--- src/hw/rtl/rovc_pkg.sv ---
// Shared types, codes and sizes for the rover obstacle and waypoint controller.
`default_nettype none

package rovc_pkg;

  localparam int MAX_WAYPOINTS = 16;
  localparam int IDX_W         = $clog2(MAX_WAYPOINTS + 1);
  localparam int ADDR_W        = (MAX_WAYPOINTS > 1) ? $clog2(MAX_WAYPOINTS) : 1;

  // request queue between front and back; depth is a power of two
  localparam int QDEPTH = 4;
  localparam int QPTR_W = $clog2(QDEPTH);
  localparam int QCNT_W = $clog2(QDEPTH + 1);

  localparam int SONAR_W = 12;
  localparam int COUNT_W = 8;
  localparam int LAT_W   = 31;
  localparam int LON_W   = 32;
  localparam int DIST_W  = 20;
  localparam int ANGLE_W = 13;

  localparam int CMD_W      = 3;
  localparam int IN_DATA_W  = 168;
  localparam int OUT_DATA_W = 72;
  localparam int OUT_PAD_W  = OUT_DATA_W - (2 + 1 + 3 + LAT_W + LON_W);

  localparam int CFG_IDX_W  = 3;
  localparam int CFG_DATA_W = 20;

  localparam logic [SONAR_W-1:0] VERY_NEAR_RST   = 12'd5;
  localparam logic [SONAR_W-1:0] NEAR_RST        = 12'd60;
  localparam logic [SONAR_W-1:0] SIDE_MED_RST    = 12'd120;
  localparam logic [SONAR_W-1:0] CENTER_MED_RST  = 12'd140;
  localparam logic [SONAR_W-1:0] REAR_MED_RST    = 12'd100;
  localparam logic [DIST_W-1:0]  REACH_DIST_RST  = 20'd48;
  localparam logic [DIST_W-1:0]  FINAL_STOP_RST  = 20'd32;

  // angles in sixteenths of a degree
  localparam int ANG_SLIGHT = 7 * 16;
  localparam int ANG_90     = 90 * 16;
  localparam int ANG_180    = 180 * 16;
  localparam int ANG_270    = 270 * 16;
  localparam int ANG_353    = 353 * 16;
  localparam int ANG_FULL   = 360 * 16;

  typedef enum logic [CMD_W-1:0] {
    CMD_TICK     = 3'd0,
    CMD_SONAR    = 3'd1,
    CMD_COUNT    = 3'd2,
    CMD_WAYPOINT = 3'd3,
    CMD_COMPASS  = 3'd4,
    CMD_START    = 3'd5,
    CMD_STOP     = 3'd6
  } cmd_e;

  typedef enum logic [CFG_IDX_W-1:0] {
    CFG_VERY_NEAR  = 3'd0,
    CFG_NEAR       = 3'd1,
    CFG_SIDE_MED   = 3'd2,
    CFG_CENTER_MED = 3'd3,
    CFG_REAR_MED   = 3'd4,
    CFG_REACH_DIST = 3'd5,
    CFG_FINAL_STOP = 3'd6
  } cfg_idx_e;

  typedef enum logic [1:0] {
    SPD_STOP    = 2'd0,
    SPD_SLOW    = 2'd1,
    SPD_NORMAL  = 2'd2,
    SPD_REVERSE = 2'd3
  } speed_e;

  typedef enum logic {
    DIR_FWD  = 1'b0,
    DIR_BACK = 1'b1
  } dir_e;

  typedef enum logic [2:0] {
    TURN_STRAIGHT     = 3'd0,
    TURN_SLIGHT_LEFT  = 3'd1,
    TURN_SLIGHT_RIGHT = 3'd2,
    TURN_HARD_LEFT    = 3'd3,
    TURN_HARD_RIGHT   = 3'd4
  } turn_e;

  typedef enum logic [1:0] {
    OP_MOTOR = 2'd0,
    OP_POINT = 2'd1,
    OP_WRITE = 2'd2
  } op_e;

  // one queued request: a motor command, a waypoint report or a store write
  typedef struct packed {
    op_e               op;
    speed_e            speed;
    dir_e              dir;
    turn_e             turn;
    logic              last;
    logic              zero;
    logic [ADDR_W-1:0] addr;
    logic [LAT_W-1:0]  lat;
    logic [LON_W-1:0]  lon;
  } rec_t;

  typedef struct packed {
    logic vld0;
    logic vld1;
    rec_t rec0;
    rec_t rec1;
  } q_push_t;

endpackage

`default_nettype wire

--- src/hw/rtl/rovc_queue.sv ---
// Short request queue between front and back: two pushes and one pop a cycle.
`default_nettype none

module rovc_queue import rovc_pkg::*; (
  input  logic    clk,
  input  logic    rst_n,
  input  q_push_t push,
  output logic    room2,
  input  logic    pop,
  output logic    rd_valid,
  output rec_t    rd_rec
);

  rec_t              ent_r [QDEPTH];
  logic [QPTR_W-1:0] wr_ptr_r, wr_ptr_nxt;
  logic [QPTR_W-1:0] rd_ptr_r, rd_ptr_nxt;
  logic [QCNT_W-1:0] cnt_r, cnt_nxt;

  assign room2    = (cnt_r <= QCNT_W'(QDEPTH - 2));
  assign rd_valid = (cnt_r != '0);
  assign rd_rec   = ent_r[rd_ptr_r];

  always_comb begin
    wr_ptr_nxt = wr_ptr_r + QPTR_W'(push.vld0) + QPTR_W'(push.vld1);
    rd_ptr_nxt = rd_ptr_r + QPTR_W'(pop);
    cnt_nxt    = cnt_r + QCNT_W'(push.vld0) + QCNT_W'(push.vld1) - QCNT_W'(pop);
  end

  always_ff @(posedge clk) begin
    if (!rst_n) begin
      wr_ptr_r <= '0;
      rd_ptr_r <= '0;
      cnt_r    <= '0;
    end else begin
      wr_ptr_r <= wr_ptr_nxt;
      rd_ptr_r <= rd_ptr_nxt;
      cnt_r    <= cnt_nxt;
    end
  end

  always_ff @(posedge clk) begin
    if (push.vld0) begin
      ent_r[wr_ptr_r] <= push.rec0;
    end
    if (push.vld1) begin
      ent_r[wr_ptr_r + QPTR_W'(1)] <= push.rec1;
    end
  end

endmodule

`default_nettype wire

--- src/hw/rtl/rovc_front.sv ---
// Front end: decodes events, keeps vehicle state, runs avoidance and steering decisions.
`default_nettype none

module rovc_front import rovc_pkg::*; (
  input  logic                  clk,
  input  logic                  rst_n,
  input  logic                  accept,
  input  cmd_e                  cmd,
  input  logic [SONAR_W-1:0]    sonar_left,
  input  logic [SONAR_W-1:0]    sonar_center,
  input  logic [SONAR_W-1:0]    sonar_right,
  input  logic [SONAR_W-1:0]    sonar_rear,
  input  logic [COUNT_W-1:0]    point_count,
  input  logic [LAT_W-1:0]      latitude,
  input  logic [LON_W-1:0]      longitude,
  input  logic [DIST_W-1:0]     distance,
  input  logic [ANGLE_W-1:0]    bearing,
  input  logic [ANGLE_W-1:0]    heading,
  input  logic                  cfg_wr,
  input  logic [CFG_IDX_W-1:0]  cfg_index,
  input  logic [CFG_DATA_W-1:0] cfg_data,
  output q_push_t               push
);

  typedef enum logic [1:0] {
    MODE_INIT = 2'd0,
    MODE_SEND = 2'd1,
    MODE_NAV  = 2'd2,
    MODE_STOP = 2'd3
  } mode_e;

  typedef enum logic [1:0] {
    RNG_VNEAR = 2'd0,
    RNG_NEAR  = 2'd1,
    RNG_MED   = 2'd2,
    RNG_FAR   = 2'd3
  } range_e;

  localparam int DIFF_W = ANGLE_W + 2;
  localparam logic signed [DIFF_W-1:0] S_SLIGHT = DIFF_W'(ANG_SLIGHT);
  localparam logic signed [DIFF_W-1:0] S_90     = DIFF_W'(ANG_90);
  localparam logic signed [DIFF_W-1:0] S_180    = DIFF_W'(ANG_180);
  localparam logic signed [DIFF_W-1:0] S_270    = DIFF_W'(ANG_270);
  localparam logic signed [DIFF_W-1:0] S_353    = DIFF_W'(ANG_353);
  localparam logic signed [DIFF_W-1:0] S_FULL   = DIFF_W'(ANG_FULL);

  function automatic range_e classify(input logic [SONAR_W-1:0] v,
                                      input logic [SONAR_W-1:0] vn,
                                      input logic [SONAR_W-1:0] nr,
                                      input logic [SONAR_W-1:0] med);
    if (v <= vn) return RNG_VNEAR;
    if (v <= nr) return RNG_NEAR;
    if (v <= med) return RNG_MED;
    return RNG_FAR;
  endfunction

  function automatic rec_t mk_motor(input speed_e s, input dir_e d, input turn_e t);
    rec_t r;
    r       = '0;
    r.op    = OP_MOTOR;
    r.speed = s;
    r.dir   = d;
    r.turn  = t;
    return r;
  endfunction

  // configuration
  logic [SONAR_W-1:0] very_near_r, near_r, side_med_r, center_med_r, rear_med_r;
  logic [DIST_W-1:0]  reach_dist_r, final_stop_r;

  // vehicle state
  mode_e              mode_r, mode_nxt;
  logic               avoid_r, avoid_nxt;
  logic [SONAR_W-1:0] son_l_r, son_c_r, son_r_r, son_b_r;
  logic [SONAR_W-1:0] son_l_nxt, son_c_nxt, son_r_nxt, son_b_nxt;
  logic [DIST_W-1:0]  dist_r, dist_nxt;
  logic [ANGLE_W-1:0] bear_r, bear_nxt, head_r, head_nxt;
  logic [IDX_W-1:0]   total_r, total_nxt, fill_r, fill_nxt, target_r, target_nxt;

  range_e lr, cr, rr, br;
  logic   front_block;
  logic   av_hit;
  rec_t   av_rec;
  rec_t   steer_rec;
  logic signed [DIFF_W-1:0] diff, wrapped;

  assign lr = classify(son_l_r, very_near_r, near_r, side_med_r);
  assign cr = classify(son_c_r, very_near_r, near_r, center_med_r);
  assign rr = classify(son_r_r, very_near_r, near_r, side_med_r);
  assign br = classify(son_b_r, very_near_r, near_r, rear_med_r);
  assign front_block = (cr == RNG_NEAR) || (lr == RNG_NEAR && rr == RNG_NEAR);

  // avoidance table, first match wins
  always_comb begin
    av_hit = 1'b1;
    av_rec = mk_motor(SPD_STOP, DIR_FWD, TURN_STRAIGHT);
    priority if (front_block && br != RNG_FAR) begin
      av_rec = mk_motor(SPD_STOP, DIR_FWD, TURN_STRAIGHT);
    end else if (front_block) begin
      av_rec = mk_motor(SPD_REVERSE, DIR_BACK,
                        (son_l_r < son_r_r) ? TURN_SLIGHT_LEFT : TURN_SLIGHT_RIGHT);
    end else if (lr == RNG_MED && rr == RNG_FAR) begin
      av_rec = mk_motor(SPD_SLOW, DIR_FWD, TURN_SLIGHT_RIGHT);
    end else if (lr == RNG_FAR && rr == RNG_MED) begin
      av_rec = mk_motor(SPD_SLOW, DIR_FWD, TURN_SLIGHT_LEFT);
    end else if (lr == RNG_NEAR) begin
      av_rec = mk_motor(SPD_SLOW, DIR_FWD, TURN_HARD_RIGHT);
    end else if (rr == RNG_NEAR) begin
      av_rec = mk_motor(SPD_SLOW, DIR_FWD, TURN_HARD_LEFT);
    end else if (lr == RNG_MED || cr == RNG_MED || rr == RNG_MED) begin
      av_rec = mk_motor(SPD_NORMAL, DIR_FWD, TURN_STRAIGHT);
    end else begin
      av_hit = 1'b0;
    end
  end

  // steering by bearing minus heading, wrapped once; still negative steers straight
  assign diff    = $signed({2'b00, bear_r}) - $signed({2'b00, head_r});
  assign wrapped = diff[DIFF_W-1] ? (diff + S_FULL) : diff;

  always_comb begin
    priority if (wrapped > S_SLIGHT && wrapped <= S_90) begin
      steer_rec = mk_motor(SPD_NORMAL, DIR_FWD, TURN_SLIGHT_RIGHT);
    end else if (wrapped > S_90 && wrapped <= S_180) begin
      steer_rec = mk_motor(SPD_NORMAL, DIR_FWD, TURN_HARD_RIGHT);
    end else if (wrapped > S_180 && wrapped <= S_270) begin
      steer_rec = mk_motor(SPD_SLOW, DIR_FWD, TURN_HARD_LEFT);
    end else if (wrapped > S_270 && wrapped <= S_353) begin
      steer_rec = mk_motor(SPD_SLOW, DIR_FWD, TURN_SLIGHT_LEFT);
    end else begin
      steer_rec = mk_motor(SPD_NORMAL, DIR_FWD, TURN_STRAIGHT);
    end
  end

  always_comb begin
    logic [1:0] n;
    logic       clear;
    rec_t       stop_rec;
    rec_t       pt_rec;
    rec_t       wr_rec;

    n        = 2'd0;
    clear    = avoid_r && !av_hit;
    stop_rec = mk_motor(SPD_STOP, DIR_FWD, TURN_STRAIGHT);

    pt_rec      = '0;
    pt_rec.op   = OP_POINT;
    pt_rec.addr = target_r[ADDR_W-1:0];
    pt_rec.zero = (target_r == IDX_W'(MAX_WAYPOINTS));

    wr_rec      = '0;
    wr_rec.op   = OP_WRITE;
    wr_rec.addr = fill_r[ADDR_W-1:0];
    wr_rec.lat  = latitude;
    wr_rec.lon  = longitude;

    mode_nxt   = mode_r;
    avoid_nxt  = avoid_r;
    son_l_nxt  = son_l_r;
    son_c_nxt  = son_c_r;
    son_r_nxt  = son_r_r;
    son_b_nxt  = son_b_r;
    dist_nxt   = dist_r;
    bear_nxt   = bear_r;
    head_nxt   = head_r;
    total_nxt  = total_r;
    fill_nxt   = fill_r;
    target_nxt = target_r;
    push       = '0;

    if (accept) begin
      unique case (cmd)
        CMD_TICK: begin
          if (avoid_r && av_hit) begin
            push.rec0 = av_rec;
            n = 2'd1;
          end
          if (mode_r == MODE_NAV && clear) begin
            if (dist_r <= reach_dist_r && target_r < total_r) begin
              mode_nxt = MODE_SEND;
            end else if (dist_r <= final_stop_r && target_r == total_r) begin
              mode_nxt  = MODE_STOP;
              avoid_nxt = 1'b0;
              push.rec0 = stop_rec;
              n = 2'd1;
            end
            if (n == 2'd0) push.rec0 = steer_rec;
            else push.rec1 = steer_rec;
            n = n + 2'd1;
          end else if (mode_r == MODE_SEND) begin
            if (n == 2'd0) push.rec0 = pt_rec;
            else push.rec1 = pt_rec;
            n = n + 2'd1;
          end else if (mode_r == MODE_STOP) begin
            if (n == 2'd0) push.rec0 = stop_rec;
            else push.rec1 = stop_rec;
            n = n + 2'd1;
          end
        end
        CMD_SONAR: begin
          son_l_nxt = sonar_left;
          son_c_nxt = sonar_center;
          son_r_nxt = sonar_right;
          son_b_nxt = sonar_rear;
        end
        CMD_COUNT: begin
          if (32'(point_count) > 32'(MAX_WAYPOINTS)) total_nxt = IDX_W'(MAX_WAYPOINTS);
          else total_nxt = IDX_W'(point_count);
          fill_nxt   = '0;
          target_nxt = '0;
        end
        CMD_WAYPOINT: begin
          // a full store drops the data without effect
          if (fill_r < IDX_W'(MAX_WAYPOINTS)) begin
            push.vld0 = 1'b1;
            push.rec0 = wr_rec;
            fill_nxt  = fill_r + IDX_W'(1);
            if (fill_r + IDX_W'(1) == total_r) mode_nxt = MODE_SEND;
          end
        end
        CMD_COMPASS: begin
          dist_nxt = distance;
          bear_nxt = bearing;
          head_nxt = heading;
          if (mode_r == MODE_SEND) begin
            if (target_r < IDX_W'(MAX_WAYPOINTS)) target_nxt = target_r + IDX_W'(1);
            mode_nxt = MODE_NAV;
          end
        end
        CMD_START: begin
          avoid_nxt = 1'b1;
        end
        CMD_STOP: begin
          mode_nxt  = MODE_STOP;
          avoid_nxt = 1'b0;
          push.rec0 = stop_rec;
          n = 2'd1;
        end
        default: begin
        end
      endcase

      if (n != 2'd0) begin
        push.vld0 = 1'b1;
        push.vld1 = (n == 2'd2);
        if (n == 2'd2) push.rec1.last = 1'b1;
        else push.rec0.last = 1'b1;
      end
    end
  end

  always_ff @(posedge clk) begin
    if (!rst_n) begin
      mode_r   <= MODE_INIT;
      avoid_r  <= 1'b0;
      son_l_r  <= '0;
      son_c_r  <= '0;
      son_r_r  <= '0;
      son_b_r  <= '0;
      dist_r   <= '0;
      bear_r   <= '0;
      head_r   <= '0;
      total_r  <= '0;
      fill_r   <= '0;
      target_r <= '0;
    end else begin
      mode_r   <= mode_nxt;
      avoid_r  <= avoid_nxt;
      son_l_r  <= son_l_nxt;
      son_c_r  <= son_c_nxt;
      son_r_r  <= son_r_nxt;
      son_b_r  <= son_b_nxt;
      dist_r   <= dist_nxt;
      bear_r   <= bear_nxt;
      head_r   <= head_nxt;
      total_r  <= total_nxt;
      fill_r   <= fill_nxt;
      target_r <= target_nxt;
    end
  end

  always_ff @(posedge clk) begin
    if (!rst_n) begin
      very_near_r  <= VERY_NEAR_RST;
      near_r       <= NEAR_RST;
      side_med_r   <= SIDE_MED_RST;
      center_med_r <= CENTER_MED_RST;
      rear_med_r   <= REAR_MED_RST;
      reach_dist_r <= REACH_DIST_RST;
      final_stop_r <= FINAL_STOP_RST;
    end else if (cfg_wr) begin
      unique case (cfg_idx_e'(cfg_index))
        CFG_VERY_NEAR:  very_near_r  <= cfg_data[SONAR_W-1:0];
        CFG_NEAR:       near_r       <= cfg_data[SONAR_W-1:0];
        CFG_SIDE_MED:   side_med_r   <= cfg_data[SONAR_W-1:0];
        CFG_CENTER_MED: center_med_r <= cfg_data[SONAR_W-1:0];
        CFG_REAR_MED:   rear_med_r   <= cfg_data[SONAR_W-1:0];
        CFG_REACH_DIST: reach_dist_r <= cfg_data[DIST_W-1:0];
        CFG_FINAL_STOP: final_stop_r <= cfg_data[DIST_W-1:0];
        default: begin
        end
      endcase
    end
  end

endmodule

`default_nettype wire

--- src/hw/rtl/rovc_back.sv ---
// Back end: waypoint store, report lookup and the registered result port.
`default_nettype none

module rovc_back import rovc_pkg::*; (
  input  logic                  clk,
  input  logic                  rst_n,
  input  logic                  q_valid,
  input  rec_t                  q_rec,
  output logic                  q_pop,
  output logic                  out_tvalid,
  input  logic                  out_tready,
  output logic [OUT_DATA_W-1:0] out_tdata,   // speed, travel_dir, turn, out_latitude, out_longitude
  output logic                  out_tuser,   // kind
  output logic                  out_tlast
);

  localparam int WORD_W = LAT_W + LON_W;

  logic [WORD_W-1:0]        wp_mem [MAX_WAYPOINTS];
  logic [MAX_WAYPOINTS-1:0] wp_vld_r;

  logic              s1_valid_r, s1_valid_nxt;
  rec_t              s1_rec_r;
  logic [WORD_W-1:0] rd_word_r;
  logic              rd_ok_r;

  logic             out_valid_r, out_valid_nxt;
  logic             out_kind_r, out_last_r;
  speed_e           out_speed_r;
  dir_e             out_dir_r;
  turn_e            out_turn_r;
  logic [LAT_W-1:0] out_lat_r;
  logic [LON_W-1:0] out_lon_r;

  logic is_wr, out_free, s1_free, ld_s1, is_pt;

  assign is_wr    = (q_rec.op == OP_WRITE);
  assign out_free = !out_valid_r || out_tready;
  assign s1_free  = !s1_valid_r || out_free;
  // store writes retire at once; results need the lookup stage free
  assign q_pop    = q_valid && (is_wr || s1_free);
  assign ld_s1    = q_valid && !is_wr && s1_free;
  assign is_pt    = (s1_rec_r.op == OP_POINT);

  assign s1_valid_nxt  = s1_free ? (q_valid && !is_wr) : s1_valid_r;
  assign out_valid_nxt = out_free ? s1_valid_r : out_valid_r;

  always_ff @(posedge clk) begin
    if (!rst_n) begin
      wp_vld_r    <= '0;
      s1_valid_r  <= 1'b0;
      out_valid_r <= 1'b0;
    end else begin
      if (q_pop && is_wr) wp_vld_r[q_rec.addr] <= 1'b1;
      s1_valid_r  <= s1_valid_nxt;
      out_valid_r <= out_valid_nxt;
    end
  end

  always_ff @(posedge clk) begin
    if (q_pop && is_wr) begin
      wp_mem[q_rec.addr] <= {q_rec.lat, q_rec.lon};
    end
    if (ld_s1) begin
      s1_rec_r  <= q_rec;
      rd_word_r <= wp_mem[q_rec.addr];
      rd_ok_r   <= wp_vld_r[q_rec.addr] && !q_rec.zero;
    end
  end

  always_ff @(posedge clk) begin
    if (out_free) begin
      out_kind_r  <= is_pt;
      out_last_r  <= s1_rec_r.last;
      out_speed_r <= s1_rec_r.speed;
      out_dir_r   <= s1_rec_r.dir;
      out_turn_r  <= s1_rec_r.turn;
      out_lat_r   <= (is_pt && rd_ok_r) ? rd_word_r[WORD_W-1:LON_W] : '0;
      out_lon_r   <= (is_pt && rd_ok_r) ? rd_word_r[LON_W-1:0] : '0;
    end
  end

  assign out_tvalid = out_valid_r;
  assign out_tuser  = out_kind_r;
  assign out_tlast  = out_last_r;
  assign out_tdata  = {{OUT_PAD_W{1'b0}}, out_lon_r, out_lat_r, out_turn_r, out_dir_r,
                       out_speed_r};

endmodule

`default_nettype wire

--- src/hw/rtl/rover_obstacle_and_waypoint_controller.sv ---
// Rover controller top level: front end, request queue and back end.
`default_nettype none

// Takes one event request per cycle while in_tready is high; in_tready drops only when
// the request queue between front and back has fewer than two free slots. A tick may
// give two results; results leave at one per cycle while out_tready is high, so the output
// port sets the sustained rate: one request per cycle when each gives at most one result,
// while a tick that gives two results holds the port for both. A result passes through
// the queue, the waypoint-store read stage and the output register.
// The waypoint store needs no clearing pass: per-entry valid bits clear at reset.
// Configuration writes are taken every cycle and should be made while idle.
module rover_obstacle_and_waypoint_controller import rovc_pkg::*; (
  input  logic                  clk,
  input  logic                  rst_n,
  input  logic                  in_tvalid,
  output logic                  in_tready,
  // sonar_left, sonar_center, sonar_right, sonar_rear, point_count, latitude,
  // longitude, distance, bearing, heading
  input  logic [IN_DATA_W-1:0]  in_tdata,
  input  logic [CMD_W-1:0]      in_tuser,    // cmd
  output logic                  out_tvalid,
  input  logic                  out_tready,
  output logic [OUT_DATA_W-1:0] out_tdata,   // speed, travel_dir, turn, out_latitude, out_longitude
  output logic                  out_tuser,   // kind
  output logic                  out_tlast,
  input  logic                  cfg_valid,
  output logic                  cfg_ready,
  input  logic [CFG_IDX_W-1:0]  cfg_index,
  input  logic [CFG_DATA_W-1:0] cfg_data
);

  q_push_t q_push;
  logic    q_room, q_valid, q_pop, accept;
  rec_t    q_rec;

  assign in_tready = q_room;
  assign cfg_ready = 1'b1;
  assign accept    = in_tvalid && in_tready;

  rovc_front u_front (
    .clk          (clk),
    .rst_n        (rst_n),
    .accept       (accept),
    .cmd          (cmd_e'(in_tuser)),
    .sonar_left   (in_tdata[11:0]),
    .sonar_center (in_tdata[23:12]),
    .sonar_right  (in_tdata[35:24]),
    .sonar_rear   (in_tdata[47:36]),
    .point_count  (in_tdata[55:48]),
    .latitude     (in_tdata[86:56]),
    .longitude    (in_tdata[118:87]),
    .distance     (in_tdata[138:119]),
    .bearing      (in_tdata[151:139]),
    .heading      (in_tdata[164:152]),
    .cfg_wr       (cfg_valid && cfg_ready),
    .cfg_index    (cfg_index),
    .cfg_data     (cfg_data),
    .push         (q_push)
  );

  rovc_queue u_queue (
    .clk      (clk),
    .rst_n    (rst_n),
    .push     (q_push),
    .room2    (q_room),
    .pop      (q_pop),
    .rd_valid (q_valid),
    .rd_rec   (q_rec)
  );

  rovc_back u_back (
    .clk        (clk),
    .rst_n      (rst_n),
    .q_valid    (q_valid),
    .q_rec      (q_rec),
    .q_pop      (q_pop),
    .out_tvalid (out_tvalid),
    .out_tready (out_tready),
    .out_tdata  (out_tdata),
    .out_tuser  (out_tuser),
    .out_tlast  (out_tlast)
  );

  // the front only queues work for an accepted request
  a_push_on_accept: assert property (@(posedge clk) disable iff (!rst_n)
    q_push.vld0 |-> (in_tvalid && in_tready))
    else $error("queue push without accepted request");

  a_push_order: assert property (@(posedge clk) disable iff (!rst_n)
    q_push.vld1 |-> q_push.vld0)
    else $error("second queue slot pushed alone");

  a_reset_quiet: assert property (@(posedge clk)
    !rst_n |=> !out_tvalid)
    else $error("result valid right after reset");

endmodule

`default_nettype wire

--- config.mk ---
export PLATFORM = sky130hd
export DESIGN_NAME = rover_obstacle_and_waypoint_controller
export DESIGN_NICKNAME = d
export VERILOG_FILES = /design/src/hw/rtl/rovc_pkg.sv /design/src/hw/rtl/rovc_queue.sv /design/src/hw/rtl/rovc_front.sv /design/src/hw/rtl/rovc_back.sv /design/src/hw/rtl/rover_obstacle_and_waypoint_controller.sv
export SDC_FILE = /design/constraint.sdc
export NUM_CORES = 2
export LEC_CHECK = 0
export ABC_AREA = 0
export BUFFER_PORTS_ARGS = -buffer_cell sky130_fd_sc_hd__buf_2
export CORE_MARGIN = 2
export CORE_UTILIZATION = 42
export CTS_CLUSTER_SIZE = 24
export DETAILED_ROUTE_END_ITERATION = 8
export GPL_ROUTABILITY_DRIVEN = 1
export SKIP_CTS_REPAIR_TIMING = 1
export SLEW_MARGIN = 10
export SYNTH_ARGS = -nofsm -noshare
export SYNTH_HDL_FRONTEND = slang
export SYNTH_SLANG_ARGS = --single-unit
--- constraint.sdc ---
create_clock -name clk -period 11.29 [get_ports clk]
set_clock_uncertainty 0.1 [all_clocks]
set_input_delay 1.6935 -clock clk [delete_from_list [all_inputs] [get_ports clk]]
set_output_delay 1.6935 -clock clk [all_outputs]
set_load 0.01 [all_outputs]
* After elaboration in Yosys (flattened, before gate mapping)
Memory sizes are Yosys's and may differ from the RTL's. A register that Yosys moved wholly into a read port is not among the register bits.
Index checks and enable logic that the tools add are counted.
** Storage, ports and cells
- Logic and storage cells :: 309
- Bits in registers :: 318
- Output and inout port bits :: 77
- Bits in writable memories :: 1316
- Input port bits :: 199
- Memories kept :: 2
** Operators by class
- Bitwise operators :: 1
- Mux-type cells :: 131
- Reductions and logical operators :: 56
- Add/sub/neg operators :: 13
- $lt $le $gt $ge :: 30
- Equality and inequality tests :: 38
** Memories
- u_back.wp_mem :: words 16, width 63, read ports 1, clocked after Yosys merged registers in 1, wr ports 1, line rovc_back.sv:19 : logic [WORD_W-1:0] wp_mem [MAX_WAYPOINTS];
- u_queue.ent_r :: words 4, width 77, read ports 1, clocked after Yosys merged registers in 1, wr ports 2, line rovc_queue.sv:14 : rec_t ent_r [QDEPTH];
** Operators with widths (count)
- $mux W77 :: 18
- $mux W154 :: 3
- $mux W156 :: 1
- $pmux W77 S2 :: 1
- $mux W75 :: 2
- $le A12 B12 Y1 :: 12
- $mux W2 :: 44
- $mux W76 :: 1
- $mux W1 :: 49
- $le A20 B20 Y1 :: 2
- $le A15 B14 Y1 const B :: 2
- $logic_and A1 B1 Y1 :: 21
- $mux W5 :: 4
- $pmux W5 S2 :: 2
- $reduce_and A2 Y1 :: 10
- $eq A2 B2 Y1 const B :: 9
- $eq A3 B3 Y1 const B :: 6
- $or A16 B16 Y16 :: 1
- $add A15 B14 Y15 const B :: 1
- $gt A15 B12 Y1 const B :: 1
- $gt A15 B13 Y1 const B :: 1
- $gt A15 B14 Y1 const B :: 1
- $gt A15 B8 Y1 const B :: 1
- $le A15 B12 Y1 const B :: 1
- 39 further kinds :: 75

* Depth between registers and ports, before layout
- Depth in word-level cells :: 38
- Mapped depth :: 21
- Mapped depth without buffers :: 20

* Modules after synthesis
From an unflattened synthesis, not the netlist that was laid out.
** Unflattened totals
- Cell total of the unflattened synthesis :: 4637
- Area total of the unflattened synthesis :: 73540.5 um^2
** By module, submodules not included
- rovc_back :: area each 43225.2 um^2, sequential area each 34953.5 um^2, cells each 1848, instances 1
- rovc_queue :: area each 15167.0 um^2, sequential area each 9389.0 um^2, cells each 786, instances 1
- rovc_front :: area each 15130.8 um^2, sequential area each 4244.1 um^2, cells each 2000, instances 1
- rover_obstacle_and_waypoint_controller :: area each 17.5 um^2, sequential area each 0.0 um^2, cells each 3, instances 1

* Worst setup path before layout
No wires, ideal clock.
- Kind :: reg2reg
- Start point :: reg, netlist name u_queue.rd_ptr_r[1]
- End point :: mem u_back.wp_mem[4][0] (netlist bit), enable pin
- Arrival time :: 6939 ps
- Buffers on the path :: 5
- Required time :: 10613 ps
- Stages on the path, launching flop included :: 10
- Library setup time :: 577 ps
- Setup slack :: 3674 ps
- Period minus slack after synthesis :: 7616 ps
- Path through :: dfxtp_1 buf_2 mux2_2 o21a_1 clkbuf_1 clkbuf_1 buf_2 buf_1 or3_1 nor3b_1
** RTL lines (line)
- to (decl) :: rovc_back.sv:19

==> impl_metrics.ini <==
[sta]
setup_slack_ns = 4.32
hold_viol_final = 0
worstMarginPinSlew_ns = 1.24
rsz0062_at_grt = no
hold-worst-slack_ns = 0.320
min_period_over_period = 0.617
period_needed_ns = 6.97
max_freq_mhz = 143
drv_slew = 0
maxSlewHeadroom = 0.172
setup_violations = 0
setup_tns_ns = 0

[grt]
grt_pass1_vias = 41100
grt_pass1_wl_microns = 260000
grt_overflow = 0
track_usage = 0.203
grt_antenna_before_repair = 28
grt_max_degree = 125

[setup_path]
r2r-start = u_front.very_near_r[1]$_SDFFE_PN0P_
worst_r2r_endpoint = u_queue.ent_r[2][74]$_DFFE_PP_
crit_arrival_ns = 7.34
cp_cell_sequence = inv_1, ha_1, nor2b_1, o211ai_1, a21oi_1, o41ai_1, o21ba_2, a211oi_4, nand2b_1, inv_1, ha_1, nor2_1, nand4_1, o21ai_2, or2_2, and2_2, buf_4, inv_1
r2r_slack_ns = 4.32
cp_common_cell = inv_1
required_ns = 11.66
path_delay_family = simple AND/OR/NAND/NOR gates
critical_path.slowest_cell = and2_2
critPathCaptureType = flop
critical_path_class = flop to flop
cp-start-kind = flop
cp_max_fo = 34
max_stage_delay_ns = 0.85
path_buf_inv = 4
r2r_cells = 18

[cells_and_area]
ff_latch_area_sq_um = 46000
area_delta_synth_final_pct = 12.9
layout.nets = 5312
final_area_sq_um = 79700
multi_input_area_sq_um = 22900
fillers = 14400
final_layout_size_suffix_gt1_frac = 0.198

[power_and_ir_drop]
ir_drop_mv = 0.208
pwr-share-comb = 0.223
switching_power_w = 0.00526
clock_power_share = 0.315
cellLeakagePower_nw = 27.9
internal_power_w = 0.0124
pwr-share-seq = 0.463
power_density_nw_per_um2 = 222
power.share.switching = 0.298

[synth]
synth_area_sq_um = 70600
ys_warn_count = 0
synthAdderAreaFrac = 0.0403
synth.area.top_cells = edfxtp_1 (51%), dfxtp_1 (14%), mux4_2 (11%), ha_1 (3.9%), a22o_1 (3.1%)
netlist_instances = 4642
synth-simple-area-share = 0.0627
synth_top_area_share = 0.511
synth_edf_count = 1200
synth-seq-cells = 1697
synth_top_family_by_area = multiplexers
synth_compound_area_frac = 0.0991
synth_xor_area_frac = 0.00310
ys_seq_area_frac = 0.652
synth_area_leader_cell = edfxtp_1
synthMostInstantiatedCell = edfxtp_1
ys.flop_type = edfxtp_1
synth_cell_type_count = 94
synth.area.mux_share = 0.117
yosys-top-cells-count = edfxtp_1 (1,200), dfxtp_1 (497), nand2_1 (447)
avgSynthCellArea_sq_um = 15.2
async_reset_ff_frac = 0

[clocking]
cts-root-buf = clkbuf_16
cts.sinks = 1697
clk_pin_slew_ns = 0.06
clock_latency_ns = 0.82
h-tree-depth = 4
cts_buffers = 175
cts_tree = done
clk_path_buf_depth = 3

[min_path]
hold_path_end = u_back.out_tlast$_DFFE_PP_
min_path_type = flop to flop
holdCritStartpoint = u_back.s1_rec_r[68]$_DFFE_PP_
worstHoldPathCells = 0

[route]
wire_per_inst_microns = 24.0
firstDrtPassIters = 5
wl_microns = 174000
vias = 40800
vias_per_cell = 5.63
drtIter0Drc = 3181
ant_nets = 0
drcViolationCount = 0

[floorplanning]
die_w_microns = 414
placement_rows = 150
die_area_sq_um = 171000
ios = 276
core_sq_um = 167000
initial_core_util = 0.422
die_h_microns = 414

[status]
status = completed

[placed_design]
pre_cts_ws_ns = 4.27
portBuffers = 268
place_congestion = 0.823
placed_cell_area_sq_um = 74100
dp_hpwl_microns = 103000

[job]
drv_cap = 0
==> power by group through the flow <==
stage          Combinational [W]  Sequential, W  Clock [W]
2_1_floorplan            0.00259        0.00824          0
3_3_place_gp             0.00390        0.00831          0
3_5_place_dp             0.00398        0.00831          0
4_1_cts                  0.00398        0.00818    0.00568
5_1_grt                  0.00428        0.00822    0.00593
6_report                 0.00393        0.00818    0.00556
==> worst register-to-register path, stage by stage (launching register included) <==
cell and delay (ns):
dfxtp_1 0.33, inv_1 0.12, ha_1 0.32, nor2b_1 0.14
o211ai_1 0.16, a21oi_1 0.10, o41ai_1 0.67, o21ba_2 0.27
a211oi_4 0.36, nand2b_1 0.53, inv_1 0.17, ha_1 0.34
nor2_1 0.15, nand4_1 0.17, o21ai_2 0.41, or2_2 0.37
and2_2 0.85, buf_4 0.60, inv_1 0.45
==> stage by stage <==
stage	power, W	cells	util
after floorplan	0.0108	4644	-
after global placement	0.0122	6915	0.444
after detailed placement	0.0123	6915	0.444
after CTS	0.0178	7240	0.477
after global routing	0.0184	7243	0.477
final	0.0177	7246	0.477
==> layout make-up <==
| class | instances | share of cell area |
|---|---|---|
| Inverter | 156 | 0.00744 |
| Multi-Input combinational cell | 2524 | 0.288 |
| Tap cell | 2204 | 0.0346 |
| Sequential cell | 1697 | 0.577 |
| Clock inverter | 96 | 0.0101 |
| Antenna cell | 6 | 0.000188 |
| Timing Repair Buffer | 334 | 0.0233 |
| Clock buffer | 229 | 0.0594 |
==> routing by layer <==
layer / track usage / vias up / share of wire
met5: 0 / - / 0.00050
met4: 0.0542 / 14 / 0.023
met3: 0.0341 / 298 / 0.053
met2: 0.345 / 1150 / 0.49
met1: 0.269 / 20700 / 0.43
li1: - / 18600 / -
==> cells by family (layout without fill, tap and decap cells) <==
family,count (synthesis),count (layout)
buf+inv,423,815
flops,1697,1697
other cells,2,10
mux,408,408
simple gates,925,925
xor+xnor,25,25
fa+ha+maj,225,225
compound gates,937,937
==> layout by cell type, fill, tap and decap left out, types with 69 or more instances in the layout <==
cell type	instances
edfxtp_1	1200
dfxtp_1	495
nand2_1	447
mux4_2	329
buf_2	267
a22o_1	253
ha_1	221
a21boi_0	181
clkbuf_16	176
inv_1	154
a21oi_1	147
nor2b_1	97
a211oi_1	79
and3_1	69
mux2i_1	69
==> sequential cells by signal, indices dropped and copies added (netlist names), 9 cells and up <==
| register | cells |
|---|---|
| u_front.son_c_r | 12 |
| u_front.side_med_r | 12 |
| u_front.dist_r | 20 |
| u_back.rd_word_r | 63 |
| u_front.son_l_r | 12 |
| u_front.rear_med_r | 12 |
| u_back.wp_mem | 1008 |
| u_back.out_lon_r | 32 |
| u_front.center_med_r | 12 |
| u_back.wp_vld_r | 16 |
| u_front.final_stop_r | 20 |
| u_front.near_r | 12 |
| u_front.bear_r | 13 |
| u_front.son_r_r | 12 |
| u_front.son_b_r | 12 |
| u_queue.ent_r | 308 |
| u_back.s1_rec_r | 9 |
| u_front.reach_dist_r | 20 |
| u_back.out_lat_r | 31 |
| u_front.head_r | 13 |
| u_front.very_near_r | 12 |
==> worst max-delay path by stage <==
stage	from	endpoint	slack, ns	cells after the start
after floorplan	u_queue.rd_ptr_r[1]$_SDFF_PN0_	u_back.wp_mem[4][0]$_DFFE_PP_	3.67	9
after global placement	u_front.very_near_r[1]$_SDFFE_PN0P_	u_queue.ent_r[2][67]$_DFFE_PP_	4.31	18
after detailed placement	u_front.very_near_r[1]$_SDFFE_PN0P_	u_queue.ent_r[2][65]$_DFFE_PP_	4.27	18
after CTS	u_front.very_near_r[1]$_SDFFE_PN0P_	u_queue.ent_r[2][73]$_DFFE_PP_	4.25	18
after global routing	u_front.very_near_r[1]$_SDFFE_PN0P_	u_queue.ent_r[3][64]$_DFFE_PP_	3.80	18
final	u_front.very_near_r[1]$_SDFFE_PN0P_	u_queue.ent_r[2][74]$_DFFE_PP_	4.32	18
Power figures use the tool's default switching activity.
